--- config.mk ---
export PLATFORM = sky130hd
export DESIGN_NAME = oets_cell
export DESIGN_NICKNAME = d
export VERILOG_FILES = /design/src/rtl/core/oets_pkg.sv /design/src/rtl/core/oets_cell.sv
export SDC_FILE = /design/constraint.sdc
export NUM_CORES = 1
export LEC_CHECK = 0
export ABC_CLOCK_PERIOD_IN_PS = 4400
export BUFFER_PORTS_ARGS = -buffer_cell sky130_fd_sc_hd__buf_2
export CAP_MARGIN = 10
export CORE_MARGIN = 2
export CORE_UTILIZATION = 47
export CTS_CLUSTER_SIZE = 16
export DETAILED_ROUTE_END_ITERATION = 16
export PLACE_DENSITY = 0.95
export SLEW_MARGIN = 20
export SYNTH_ARGS = -nofsm -noshare
export SYNTH_HDL_FRONTEND = slang
export SYNTH_SLANG_ARGS = --single-unit
--- constraint.sdc ---
create_clock -name clk_i -period 4.4 [get_ports clk_i]
set_input_delay 0.22 -clock clk_i [delete_from_list [all_inputs] [get_ports clk_i]]
set_output_delay 0.22 -clock clk_i [all_outputs]
set_load 0.02 [all_outputs]
--- src/rtl/core/oets_pkg.sv ---
// Shared types and constants for the odd-even transposition sorter.
// Used by oets_cell and odd_even_transposition_sorter_core; no dependencies.

package oets_pkg;

  // Default sizes of the sorter.
  localparam int DefaultMaxElements = 64;
  localparam int DefaultDataWidth   = 32;

  // Width of the stream value field.
  localparam int ValueW = 32;

  // Width of the held-element count; covers counts up to 127.
  localparam int CntW = 7;

  // Sequencer states.
  typedef enum logic [1:0] {
    ST_LOAD,
    ST_SORT,
    ST_EMIT
  } state_e;

  // Operation applied to every cell in the same cycle.
  typedef enum logic [2:0] {
    CELL_HOLD,
    CELL_LOAD,
    CELL_EVEN,
    CELL_ODD,
    CELL_SHIFT
  } cell_op_e;

  // Control broadcast from the sequencer to the row of cells.
  typedef struct packed {
    cell_op_e          op;
    logic [CntW-1:0]   count;
  } cell_ctrl_t;

endpackage

--- src/rtl/core/oets_cell.sv ---
// One cell of the sorting row: holds one element and compare-exchanges it
// with a neighbor. Depends on oets_pkg.

module oets_cell #(
  parameter int IDX        = 0,
  parameter int DATA_WIDTH = 32
) (
  input  logic                         clk_i,
  input  oets_pkg::cell_ctrl_t         ctrl_i,
  input  logic signed [DATA_WIDTH-1:0] load_value_i,
  input  logic signed [DATA_WIDTH-1:0] left_value_i,
  input  logic signed [DATA_WIDTH-1:0] right_value_i,
  output logic signed [DATA_WIDTH-1:0] value_o
);
  import oets_pkg::*;

  localparam bit IsOdd    = (IDX % 2) == 1;
  localparam bit HasLeft  = IDX > 0;

  logic signed [DATA_WIDTH-1:0] value_q, value_d;
  logic                         pair_left;   // this cell is the left of a pair
  logic                         pair_right;  // this cell is the right of a pair
  logic                         left_ok;
  logic                         right_ok;

  // A pair takes part only when both of its cells hold elements.
  assign left_ok  = (CntW'(IDX + 1) < ctrl_i.count);
  assign right_ok = HasLeft && (CntW'(IDX) < ctrl_i.count);

  // Next value of the cell for the broadcast operation.
  always_comb begin
    value_d    = value_q;
    pair_left  = 1'b0;
    pair_right = 1'b0;
    unique case (ctrl_i.op)
      CELL_LOAD: begin
        if (ctrl_i.count == CntW'(IDX)) begin
          value_d = load_value_i;
        end
      end
      CELL_EVEN, CELL_ODD: begin
        pair_left  = (ctrl_i.op == CELL_ODD) == IsOdd;
        pair_right = !pair_left;
        if (pair_left && left_ok && (right_value_i < value_q)) begin
          value_d = right_value_i;
        end else if (pair_right && right_ok && (left_value_i > value_q)) begin
          value_d = left_value_i;
        end
      end
      CELL_SHIFT: begin
        value_d = right_value_i;
      end
      default: begin
        value_d = value_q;
      end
    endcase
  end

  // Element register; payload only, no reset.
  always_ff @(posedge clk_i) begin
    value_q <= value_d;
  end

  assign value_o = value_q;

endmodule
==> run metrics <==
Worst R2R End value_o[8]$_DFFE_PP_; via count roughly 1800; CP required 4380 ps; Design Area, Final 2935 um2; worst-path cell chain inv_1 > ha_1 > nand2_1 > o21ai_1 > a41oi_1 > o41ai_1 > a31oi_1 > o221ai_4 > buf_16; power per cell area between 200 and 300 nW/um2; num rows 25; Tot GR Track Use 18.67%; post-synth design cell area between 2000 and 2500 um2; setup TNS 0 ps; CTS resizes 0; total CTS buffers 5; Max H-tree Level 2; Final HPWL DP a little under 4000 um; DR iter-0 viols 34; DRC viols 0; max incr delay on CP between 500 and 600 ps; DRT antenna net count 0; Worst Hold End value_o[14]$_DFFE_PP_; Lkg Pwr roughly 1.4 nW; first-pass GRT wire length approximately 7700 um; hold_buf cts 0; Max Fclk roughly 340 MHz; Mapped Cells 188; Critical-path top delay cell o41ai_1; Area Overhead vs Synth 32.17%; top-area cell type share of the netlist area a little over two fifths; root buffer cell clkbuf_8; WS Path Type reg -> reg; Clock Skews between 8 and 9 ps; final WL roughly 4800 um; sequential share of the synthesized area 43.27%; Ys Warns 0; status completed; CTS tree built; grt total ovfl 0; Skew-Pair Late Insertion Delay about 270 ps; vias in the first global route between 1500 and 2000; vias per std cell around 5.2; number of synthesized register bits 32; drt wl/cell 13.52 um; Overall Power ~800 uW; Post-Syn Nets ~330; initial antenna violation count 0; fraction of layout cells with a size suffix above 1 roughly two fifths; largest net degree at the start of global routing 33; final setup violation count 0; top post-synthesis cells by area edfxtp_1 43%, ha_1 17%, mux2_1 16%, inv_1 5.6%, a21oi_1 2.9%; endpoints failing hold 0; RR Startpoint value_o[2]$_DFFE_PP_; RD Place Congestion 0.7768; Initial Utilization 47.97%; slew margin rel. 56.98%; CP max FO 18; hold path start load_value_i[14]; Worst EP arrival a little under 3000 ps; Max clock buf depth 2; synth unique cells 30; R2R setup slack roughly 1400 ps; Inserted Diodes 0; Worst Hold Path Cells 2; crit share post-route around two thirds; Core Box Area between 4000 and 5000 um2; crit path from value_o[2]$_DFFE_PP_; top_reg_cell synth edfxtp_1; Die W about 73 um; Port Buffers around 110; cell taking the most area after synthesis edfxtp_1; CTS Sinks 32; area post-placement around 2800 um2; # Post-CTS Setup Buffers 0; leading cell types in the layout, fill and taps excluded 106 x buf_2, 33 x inv_1, 32 x mux2_1, 32 x edfxtp_1, 31 x ha_1; CP Capture Type flop; Syn Area/Cell 11.81 um2; DRT Pass-1 Iters 4; Max-cap violations 0; VDD IR max 0.0001776 V; Die H between 70 and 80 um; final slew viol count 0; Die Area approximately 5300 um2; I/O pin count roughly 140; post-layout minimum cycle time around 3000 ps; CP delay by family, top compound AO/OA/AOI/OAI gates; most common cell after layout, fill and taps aside buf_2; worst r2r path cells 9; WP buf/inv 2; ys async rst share 0%; RSZ-0062 raised after global routing no; Post-synth EDFFs 32; Final Util 63.41%; Hold WC Path Type in -> reg; Startpoint Class flop; worst slew pin tran approximately 650 ps; Largest register FFs 32; Worst-path clk slew around 70 ps; Final #Nets between 400 and 500
worst max-delay path by stage:
stage / cells after the start / to / slack (ps)
5_1_grt: 9 / value_o[4]$_DFFE_PP_ / 1160
6_report: 9 / value_o[8]$_DFFE_PP_ / 1440
4_1_cts: 8 / value_o[7]$_DFFE_PP_ / 1220
2_1_floorplan: 8 / value_o[0]$_DFFE_PP_ / 1430
3_5_place_dp: 8 / value_o[11]$_DFFE_PP_ / 1250
3_3_place_gp: 8 / value_o[12]$_DFFE_PP_ / 1300
area by class of cell:
class                      instances  area (um2)
clock buffer                       7       76.32
clock inverter                     1       3.754
fill                             368        1694
inverter                          33       123.9
multi-input combinational        120        1137
sequential                        32       960.9
tap                               54       67.56
timing repair buffer             108       565.5
cell families after synthesis:
| family | synth area share (%) |
|---|---|
| AOI/OAI and AO/OA | 8.789 |
| muxes | 16.68 |
| and+or+nand+nor | 7.211 |
| buffers and inverters | 6.592 |
| DFF | 43.27 |
| adders and majority gates | 17.46 |
layer usage:
metal | global-route usage (%) | vias up | wire length, um
li1 | - | 910 | -
met4 | 5.144 | 0 | 33
met3 | 4.696 | 4 | 271
met2 | 34.95 | 69 | 2492
met1 | 20.81 | 857 | 2004
met5 | 0 | - | 0
report_power, final:
group / internal (mW) / switching [mW]
combinational: 0.0953 / 0.117
clock: 0.110 / 0.104
sequential: 0.365 / 0.00897
per-stage QoR:
step                instances  hold WS [ps]  worst slack, ps
floorplan                 188         420.9             1428
global placement          346         503.1             1296
detailed placement        346         510.4             1251
CTS                       354         216.7             1216
global route              355         220.0             1164
finish                    355         226.2             1443
synthesized netlist by cell type (2+ instances only):
| cell type | count |
|---|---|
| nor2_1 | 5 |
| a21o_1 | 3 |
| a21oi_1 | 13 |
| mux2_1 | 32 |
| edfxtp_1 | 32 |
| nand2_1 | 9 |
| o21ai_0 | 4 |
| inv_1 | 33 |
| o21ai_1 | 2 |
| nand4_1 | 2 |
| a31oi_1 | 2 |
| ha_1 | 31 |
| buf_4 | 3 |
No activity file was read; power rests on OpenSTA's default activity.
